`config.mk`:
```
export PLATFORM = sky130hd
export DESIGN_NAME = joystick_axis_normalizer_unit
export DESIGN_NICKNAME = d
export VERILOG_FILES = /design/src/jan_pkg.sv /design/src/jan_frac_div.sv /design/src/joystick_axis_normalizer_unit.sv
export SDC_FILE = /design/constraint.sdc
export NUM_CORES = 2
export LEC_CHECK = 0
export BUFFER_PORTS_ARGS = -buffer_cell sky130_fd_sc_hd__buf_2
export CORE_MARGIN = 4
export CORE_UTILIZATION = 60
export DETAILED_ROUTE_END_ITERATION = 6
export GPL_TIMING_DRIVEN = 0
export PLACE_DENSITY = 0.86
export SETUP_SLACK_MARGIN = 0.2
export SYNTH_ARGS = -nofsm -noshare
export SYNTH_HDL_FRONTEND = slang
export SYNTH_HIERARCHICAL = 1
export SYNTH_SLANG_ARGS = --single-unit
export TNS_END_PERCENT = 20
```
`constraint.sdc`:
```
create_clock -name clk -period 22 [get_ports clk]
set_input_delay 1.1 -clock clk [delete_from_list [all_inputs] [get_ports clk]]
set_output_delay 1.1 -clock clk [all_outputs]
set_load 0.01 [all_outputs]
```
`src/jan_pkg.sv`:
```
// shared constants and control structs for the joystick axis normalizer
// no dependencies
package jan_pkg;

    // configuration register indexes
    localparam int CFG_IDX_W = 3;
    localparam logic [CFG_IDX_W-1:0] REG_MIN       = 3'd0;
    localparam logic [CFG_IDX_W-1:0] REG_MAX       = 3'd1;
    localparam logic [CFG_IDX_W-1:0] REG_CENTER    = 3'd2;
    localparam logic [CFG_IDX_W-1:0] REG_OFFSET    = 3'd3;
    localparam logic [CFG_IDX_W-1:0] REG_REVERSE   = 3'd4;
    localparam logic [CFG_IDX_W-1:0] REG_DEAD_BAND = 3'd5;

    // width of the offset register
    localparam int OFFSET_W = 16;

    // control bits carried alongside the normalizing divider
    typedef struct packed {
        logic neg;
        logic full;
    } norm_ctl_t;

    // control bits carried alongside the dead zone divider
    typedef struct packed {
        logic neg;
        logic full;
        logic zero;
        logic bypass;
    } dz_ctl_t;

endpackage

```
`src/jan_frac_div.sv`:
```
// pipelined fractional divider, one quotient bit per stage: quo = num * 2^QW / den
// requires num < den; depends on nothing but its parameters
module jan_frac_div #(
    parameter int DW = 12,
    parameter int QW = 14,
    parameter int SW = 2
) (
    input  logic          clk,
    input  logic          rst_n,
    input  logic          in_valid,
    output logic          in_ready,
    input  logic [DW-1:0] num,
    input  logic [DW-1:0] den,
    input  logic [SW-1:0] side_in,
    output logic          out_valid,
    input  logic          out_ready,
    output logic [QW-1:0] quo,
    output logic [SW-1:0] side_out
);

    // per stage registers
    logic          v_reg [QW];
    logic [DW-1:0] r_reg [QW];
    logic [DW-1:0] d_reg [QW];
    logic [QW-1:0] q_reg [QW];
    logic [SW-1:0] s_reg [QW];

    // stage inputs, index 0 from the ports
    logic          p_v [QW+1];
    logic [DW-1:0] p_r [QW+1];
    logic [DW-1:0] p_d [QW+1];
    logic [QW-1:0] p_q [QW+1];
    logic [SW-1:0] p_s [QW+1];
    logic          adv [QW+1];

    assign p_v[0] = in_valid;
    assign p_r[0] = num;
    assign p_d[0] = den;
    assign p_q[0] = '0;
    assign p_s[0] = side_in;
    assign adv[QW] = out_ready;
    assign in_ready = adv[0];

    for (genvar k = 0; k < QW; k++) begin : g_stage
        logic [DW:0]   t;
        logic          bit_q;
        logic [DW-1:0] r_next;

        // one restoring step
        assign t      = {p_r[k], 1'b0};
        assign bit_q  = (t >= {1'b0, p_d[k]});
        assign r_next = bit_q ? DW'(t - {1'b0, p_d[k]}) : t[DW-1:0];

        // a stage takes new data when empty or when its successor moves
        assign adv[k] = !v_reg[k] || adv[k+1];

        always_ff @(posedge clk or negedge rst_n)
        begin
            if (!rst_n)
            begin
                v_reg[k] <= 1'b0;
            end
            else if (adv[k])
            begin
                v_reg[k] <= p_v[k];
            end
        end

        always_ff @(posedge clk)
        begin
            if (adv[k])
            begin
                r_reg[k] <= r_next;
                d_reg[k] <= p_d[k];
                q_reg[k] <= {p_q[k][QW-2:0], bit_q};
                s_reg[k] <= p_s[k];
            end
        end

        assign p_v[k+1] = v_reg[k];
        assign p_r[k+1] = r_reg[k];
        assign p_d[k+1] = d_reg[k];
        assign p_q[k+1] = q_reg[k];
        assign p_s[k+1] = s_reg[k];
    end

    assign out_valid = p_v[QW];
    assign quo       = p_q[QW];
    assign side_out  = p_s[QW];

endmodule

```
`src/joystick_axis_normalizer_unit.sv`:
```
// Joystick axis normalizer: maps a raw ADC code to a signed fixed-point position where
// 2^FRAC_BITS is full deflection, using end stop and center calibration, an offset, an
// optional sign flip and a rescaled dead zone. One sample is taken every cycle unless
// back-pressure from position_ready stalls the pipeline, which is built around two
// one-bit-per-stage divider pipelines (calibration scaling, then dead zone rescaling).
// Configuration registers may be written only while no transaction is in flight.
// depends on jan_pkg and jan_frac_div
module joystick_axis_normalizer_unit #(
    parameter int ADC_BITS  = 12,
    parameter int FRAC_BITS = 14,
    localparam int CFG_W = (jan_pkg::OFFSET_W > FRAC_BITS + 1)
                           ? ((jan_pkg::OFFSET_W > ADC_BITS) ? jan_pkg::OFFSET_W : ADC_BITS)
                           : ((FRAC_BITS + 1 > ADC_BITS) ? FRAC_BITS + 1 : ADC_BITS)
) (
    input  logic                           clk,
    input  logic                           rst_n,
    input  logic                           cfg_write,
    input  logic [jan_pkg::CFG_IDX_W-1:0]  cfg_index,
    input  logic [CFG_W-1:0]               cfg_data,
    input  logic                           sample_valid,
    output logic                           sample_ready,
    input  logic [ADC_BITS-1:0]            sample,
    output logic                           position_valid,
    input  logic                           position_ready,
    output logic signed [FRAC_BITS+2:0]    position
);
    import jan_pkg::*;

    localparam int A  = ADC_BITS;
    localparam int F  = FRAC_BITS;
    localparam int WW = ((F + 2 > OFFSET_W) ? F + 2 : OFFSET_W) + 2;
    localparam int S2W = $bits(dz_ctl_t) + F + 3;
    localparam logic [A-1:0] FULL_CODE = {A{1'b1}};
    localparam logic [A-1:0] HALF_CODE = A'(1) << (A - 1);
    localparam logic [F:0]   ONE_MAG   = (F+1)'(1) << F;
    localparam logic signed [WW-1:0]  LIM_W   = WW'(2) << F;
    localparam logic signed [F+2:0]   LIM_POS = (F+3)'(2) << F;
    localparam logic signed [F+2:0]   ONE_POS = (F+3)'(1) << F;

    // configuration registers
    logic [A-1:0]        min_reg, max_reg, center_reg;
    logic [OFFSET_W-1:0] offset_reg;
    logic                reverse_reg;
    logic [F:0]          dead_band_reg;

    always_ff @(posedge clk or negedge rst_n)
    begin
        if (!rst_n)
        begin
            min_reg       <= '0;
            max_reg       <= FULL_CODE;
            center_reg    <= HALF_CODE;
            offset_reg    <= '0;
            reverse_reg   <= 1'b0;
            dead_band_reg <= '0;
        end
        else if (cfg_write)
        begin
            case (cfg_index)
                REG_MIN:       min_reg       <= cfg_data[A-1:0];
                REG_MAX:       max_reg       <= cfg_data[A-1:0];
                REG_CENTER:    center_reg    <= cfg_data[A-1:0];
                REG_OFFSET:    offset_reg    <= cfg_data[OFFSET_W-1:0];
                REG_REVERSE:   reverse_reg   <= cfg_data[0];
                REG_DEAD_BAND: dead_band_reg <= cfg_data[F:0];
                default:       ;
            endcase
        end
    end

    // calibration select: magnitude and divisor of the normalizing division
    logic          cal_ok, above;
    logic [A:0]    code2;
    logic [A-1:0]  n_mag, n_den, n_num;
    norm_ctl_t     n_ctl;

    always_comb
    begin
        cal_ok = (min_reg < center_reg) && (center_reg < max_reg);
        above  = (sample >= center_reg);
        code2  = {sample, 1'b0};
        if (cal_ok)
        begin
            n_mag     = above ? A'(sample - center_reg) : A'(center_reg - sample);
            n_den     = above ? A'(max_reg - center_reg) : A'(center_reg - min_reg);
            n_ctl.neg = !above;
        end
        else
        begin
            n_mag     = (sample >= HALF_CODE) ? A'(code2 - {1'b0, FULL_CODE})
                                              : A'({1'b0, FULL_CODE} - code2);
            n_den     = FULL_CODE;
            n_ctl.neg = (sample < HALF_CODE);
        end
        n_ctl.full = (n_mag >= n_den);
        n_num      = n_ctl.full ? '0 : n_mag;
    end

    logic          d1_valid, d1_ready;
    logic [F-1:0]  d1_quo;
    logic [1:0]    d1_side;
    norm_ctl_t     d1_ctl;

    jan_frac_div #(.DW(A), .QW(F), .SW($bits(norm_ctl_t))) u_norm_div (
        .clk       (clk),
        .rst_n     (rst_n),
        .in_valid  (sample_valid),
        .in_ready  (sample_ready),
        .num       (n_num),
        .den       (n_den),
        .side_in   (n_ctl),
        .out_valid (d1_valid),
        .out_ready (d1_ready),
        .quo       (d1_quo),
        .side_out  (d1_side)
    );

    assign d1_ctl = norm_ctl_t'(d1_side);

    // stage 2: signed normalized value in [-1, 1]
    logic                    s2_v_reg;
    logic signed [F+1:0]     s2_val_reg;
    logic [F:0]              v1_mag;
    logic                    adv2, adv3, adv4;

    assign v1_mag = d1_ctl.full ? ONE_MAG : {1'b0, d1_quo};
    assign adv2     = !s2_v_reg || adv3;
    assign d1_ready = adv2;

    always_ff @(posedge clk or negedge rst_n)
    begin
        if (!rst_n)
        begin
            s2_v_reg <= 1'b0;
        end
        else if (adv2)
        begin
            s2_v_reg <= d1_valid;
        end
    end

    always_ff @(posedge clk)
    begin
        if (adv2)
        begin
            s2_val_reg <= d1_ctl.neg ? -$signed({1'b0, v1_mag}) : $signed({1'b0, v1_mag});
        end
    end

    // stage 3: offset, reverse and saturation to [-2, 2]
    logic                    s3_v_reg;
    logic signed [F+2:0]     s3_val_reg;
    logic signed [F+2:0]     s3_val_next;
    logic signed [WW-1:0]    w_sub, w_rev;

    always_comb
    begin
        w_sub = WW'(s2_val_reg) - WW'($signed(offset_reg));
        w_rev = reverse_reg ? -w_sub : w_sub;
        if (w_rev > LIM_W)
        begin
            s3_val_next = LIM_POS;
        end
        else if (w_rev < -LIM_W)
        begin
            s3_val_next = -LIM_POS;
        end
        else
        begin
            s3_val_next = w_rev[F+2:0];
        end
    end

    logic d2_in_ready;
    assign adv3 = !s3_v_reg || d2_in_ready;

    always_ff @(posedge clk or negedge rst_n)
    begin
        if (!rst_n)
        begin
            s3_v_reg <= 1'b0;
        end
        else if (adv3)
        begin
            s3_v_reg <= s2_v_reg;
        end
    end

    always_ff @(posedge clk)
    begin
        if (adv3)
        begin
            s3_val_reg <= s3_val_next;
        end
    end

    // dead zone setup for the rescaling division
    logic [F+1:0]  z_mag, z_a;
    logic [F:0]    z_d;
    logic [F-1:0]  z_num;
    dz_ctl_t       z_ctl;

    always_comb
    begin
        z_mag        = s3_val_reg[F+2] ? (F+2)'(-s3_val_reg) : s3_val_reg[F+1:0];
        z_ctl.neg    = s3_val_reg[F+2];
        z_ctl.bypass = (dead_band_reg == '0);
        z_ctl.zero   = (dead_band_reg >= ONE_MAG) || (z_mag <= (F+2)'(dead_band_reg));
        z_a          = z_mag - (F+2)'(dead_band_reg);
        z_d          = ONE_MAG - dead_band_reg;
        z_ctl.full   = (z_a >= (F+2)'(z_d));
        z_num        = (z_ctl.full || z_ctl.zero) ? '0 : z_a[F-1:0];
    end

    logic            d2_valid;
    logic [F-1:0]    d2_quo;
    logic [S2W-1:0]  d2_side;
    dz_ctl_t         d2_ctl;
    logic signed [F+2:0] d2_val;

    jan_frac_div #(.DW(F), .QW(F), .SW(S2W)) u_dz_div (
        .clk       (clk),
        .rst_n     (rst_n),
        .in_valid  (s3_v_reg),
        .in_ready  (d2_in_ready),
        .num       (z_num),
        .den       (z_d[F-1:0]),
        .side_in   ({z_ctl, s3_val_reg}),
        .out_valid (d2_valid),
        .out_ready (adv4),
        .quo       (d2_quo),
        .side_out  (d2_side)
    );

    assign d2_ctl = dz_ctl_t'(d2_side[S2W-1:F+3]);
    assign d2_val = $signed(d2_side[F+2:0]);

    // output register
    logic                  out_v_reg;
    logic signed [F+2:0]   out_reg;
    logic signed [F+2:0]   out_next;
    logic signed [F+2:0]   s_mag;

    always_comb
    begin
        s_mag = d2_ctl.full ? ONE_POS : $signed((F+3)'(d2_quo));
        if (d2_ctl.bypass)
        begin
            out_next = d2_val;
        end
        else if (d2_ctl.zero)
        begin
            out_next = '0;
        end
        else
        begin
            out_next = d2_ctl.neg ? -s_mag : s_mag;
        end
    end

    assign adv4 = !out_v_reg || position_ready;

    always_ff @(posedge clk or negedge rst_n)
    begin
        if (!rst_n)
        begin
            out_v_reg <= 1'b0;
        end
        else if (adv4)
        begin
            out_v_reg <= d2_valid;
        end
    end

    always_ff @(posedge clk)
    begin
        if (adv4)
        begin
            out_reg <= out_next;
        end
    end

    assign position_valid = out_v_reg;
    assign position       = out_reg;

    // range checks on delivered transactions
    a_pos_range: assert property (@(posedge clk) disable iff (!rst_n)
        position_valid |-> (position <= LIM_POS) && (position >= -LIM_POS))
        else $error("position outside saturation range");

    a_full_dead_zone: assert property (@(posedge clk) disable iff (!rst_n)
        position_valid && (dead_band_reg >= ONE_MAG) |-> (position == '0))
        else $error("full dead zone gave a nonzero position");

    a_dead_zone_clamp: assert property (@(posedge clk) disable iff (!rst_n)
        position_valid && (dead_band_reg != '0)
            |-> (position <= ONE_POS) && (position >= -ONE_POS))
        else $error("dead zone output beyond full deflection");

endmodule
```
==> metrics.yaml <==
reg2reg_slack_ns: 12.94
drt-pass1-iter-count: 5
die_y_um: 354
htree_levels: 4
grt_pass1_vias: 45600
power_switching_mw: 4.99
cts_resized: 0
synthArstFlopShare: 0.0730
finalPower_mw: 13.5
combPwrFrac: 0.463
synthFlopType: "edfxtp_1"
cp_num_cells: 20
drv_cap: 0
diodes: 0
root_buffer: "clkbuf_16"
synth_area_sq_um: 71900
timing.fmax_mhz: 98.4
dieArea_sq_um: 125000
power_density_nw_per_um2: 171
worst_setup_path_end_kind: "primary output"
final_area_sq_um: 79300
wl_per_cell_um: 18.2
yosys-top-cells-area: "edfxtp_1, ha_1, mux2_2"
ys_seq_elements: 1357
grt_max_degree: 57
synth_cells: 5825
synth_compound_area_frac: 0.108
pwr-share-clk: 0.176
synthMuxAreaShare: 0.0597
grt_util_all_layers: 0.224
final_max_slew_viol_count: 0
netlist.area_leader.share: 0.526
slew_headroom: 0.211
cts_tree: "built"
finalSetupViolations: 0
slowest_delay_ns: 0.79
cts.sinks: 1357
coreArea_sq_um: 119000
io_pins: 55
drive_gt1_frac: 0.132
p_int_mw: 8.56
grt.overflow.total: 0
vias_per_cell: 5.89
drc: 0
crit_family: "simple AND/OR/NAND/NOR gates"
area_growth_pct: 10.3
rr_worst_depth: 34
gp_congestion: 0.930
timing.rr.start: "center_reg[1]"
path_cells: "buf_2, nand2b_1, and3b_1, and3_1, inv_2, buf_12, nor2_1, and2_1, and3_1, nand2_2, nand3b_1, and3b_1, nand2_2, nor2_1, inv_2, nor2_1, and2_1, and3_1, nand2_1, buf_2"
synth_top_family_by_area: "compound AO/OA/AOI/OAI gates"
antenna_found_initial: 0
hold_viol: 0
numCtsBuffers: 139
nets: 6581
p_sw_frac: 0.368
yosys_warnings: 6
pwr-share-seq: 0.361
critPathMaxFanout: 38
portBuffers: 54
largest_reg_flops: 294
dpl_cell_area_sq_um: 74600
status: "completed"
min_period_ns: 10.16
rows: 126
r2r_end: "u_norm_div/r_reg[0][7]"
power.leakage_nw: 33.9
fp.dieW_um: 354
vias: 45700
cts_setup_buffers: 0
dp_hpwl_mm: 102
rsz0062_at_grt: "false"
path_clk_slew_ns: 0.06
synthXorXnorAreaFrac: 0.0347
clk_latency_ns: 0.76
fill_cells: 8080
fin_tns_setup_ns: 0
area.sequential_sq_um: 40300
critPathKind: "in2out"
peakVddDrop_mv: 0.0919
startpoint: "position_ready"
synthAdderAreaFrac: 0.0913
synth-edff-count: 1258
initialDrtViolationCount: 3357
synth_top_area_cell: "edfxtp_1"
hold_path_class: "in2async"
finClkSkew_ns: 0.0375
start_util: 0.606
setup.worst_path.end: "sample_ready"
routed_wl_mm: 142
syn_avg_cell_area_sq_um: 12.3
grt_pass1_wl_mm: 231
cp-start-kind: "input port"
critPathArrivalTime_ns: 9.06
critPathSlowestCell: "nand3b_1"
syn_nets: 6366
seq_area_frac_synth: 0.560
cts_max_path_buffers: 3
synth-simple-area-share: 0.100
worst_pin_slew_ns: 1.18
yosysUniqueCellTypes: 107
cts_hold_buf: 0
post-route-period-util: 0.462
detail-route-antenna-nets: 0
crit_buf_inv: 5
cp.required_ns: 20.90
multi_input_area_sq_um: 28300
-- layout make-up --
cell class	count	area share
Sequential cell	1357	0.508
Inverter	618	0.0293
Multi-Input combinational cell	3686	0.357
Clock buffer	183	0.0487
Tap cell	1600	0.0252
Timing Repair Buffer	74	0.00852
Clock inverter	74	0.0108
Buffer	164	0.0121
-- worst reg2reg max path: cells and delay by family, from the launching register on --
kind / cells / cell delay, ns
AO/OA/AOI/OAI: 17 / 3.40
buffers and inverters: 6 / 2.38
adder cells (fa/ha/maj): 3 / 1.21
AND/OR/NAND/NOR: 7 / 0.99
flip-flops: 1 / 0.52
multiplexers: 1 / 0.32
-- kinds of logic (layout without fill, tap and decap cells) --
group,after synthesis,after routing
xor gates and xnor gates,285,285
AOI/OAI and AO/OA,1124,1124
DFF,1357,1357
adders and majority gates,505,505
buffers and inverters,782,1113
muxes,382,382
and+or+nand+nor,1390,1390
-- cells in the final DEF (no fill, tap or decap), drive strengths merged, types with 169 or more instances in the layout --
cell type	synthesis	layout
a21oi	260	260
o21ai	210	210
edfxtp	1258	1258
xnor2	227	227
nand2	272	272
inv	618	626
buf	95	169
mux2	300	300
nor2	315	315
ha	473	473
clkbuf	69	252
-- worst min-delay path by stage --
stage                                       from                     end  slack, ns  cells past startpoint
after global placement    u_norm_div/s_reg[1][4]  u_norm_div/s_reg[1][6]       0.40                      0
after CTS                                  rst_n           center_reg[9]       0.34                      1
after detailed placement   u_dz_div/q_reg[0][86]  u_dz_div/q_reg[0][101]       0.40                      0
after floorplan            u_dz_div/q_reg[0][85]  u_dz_div/q_reg[0][100]       0.40                      0
after global routing                       rst_n           center_reg[9]       0.38                      1
final                                      rst_n           center_reg[9]       0.37                      1
-- through the flow --
stage,util,cells,worst slack [ns],hold slack [ns]
floorplan,-,5825,11.95,0.400
global placement,0.625,7479,9.47,0.401
detailed placement,0.629,7499,11.58,0.405
CTS,0.669,7756,11.41,0.336
global route,0.669,7756,11.06,0.380
finish,0.669,7756,11.84,0.365
-- power groups by stage --
| stage | clock, mW | sequential, mW | combinational, mW |
|---|---|---|---|
| 6_report | 2.39 | 4.89 | 6.26 |
| 5_1_grt | 2.55 | 4.99 | 6.91 |
| 4_1_cts | 2.44 | 4.89 | 6.19 |
| 3_5_place_dp | 0 | 4.91 | 6.06 |
| 3_3_place_gp | 0 | 4.85 | 5.81 |
| 2_1_floorplan | 0 | 4.66 | 4.85 |
-- synth_stat cells (all sizes together) (17+ instances only) --
| library cell | number |
|---|---|
| or3 | 43 |
| nand3 | 137 |
| a211oi | 44 |
| o311ai | 17 |
| o31ai | 25 |
| nand2 | 272 |
| nand2b | 84 |
| o21a | 86 |
| and3 | 42 |
| and2 | 60 |
| edfxtp | 1258 |
| nand4 | 62 |
| o2111ai | 30 |
| inv | 618 |
| or2 | 18 |
| xor2 | 58 |
| buf | 95 |
| nor3 | 112 |
| fa | 32 |
| and4 | 18 |
| or4 | 24 |
| nor4 | 22 |
| ha | 473 |
| dfrtp | 86 |
| nor2b | 111 |
| a21boi | 44 |
| o21ai | 210 |
| o211ai | 56 |
| o31a | 28 |
| a21oi | 260 |
| mux2i | 82 |
| a31oi | 38 |
| xnor2 | 227 |
| clkbuf | 69 |
| a21o | 129 |
| nor2 | 315 |
| mux2 | 300 |
-- routing by layer --
| metal | share of wire | vias up | global-route usage |
|---|---|---|---|
| met4 | 0.036 | 0 | 0.0890 |
| met3 | 0.052 | 375 | 0.0307 |
| met2 | 0.50 | 1457 | 0.399 |
| met5 | 0 | - | 0 |
| met1 | 0.41 | 22000 | 0.277 |
| li1 | - | 21900 | - |
(Power assumes the default switching activity.)
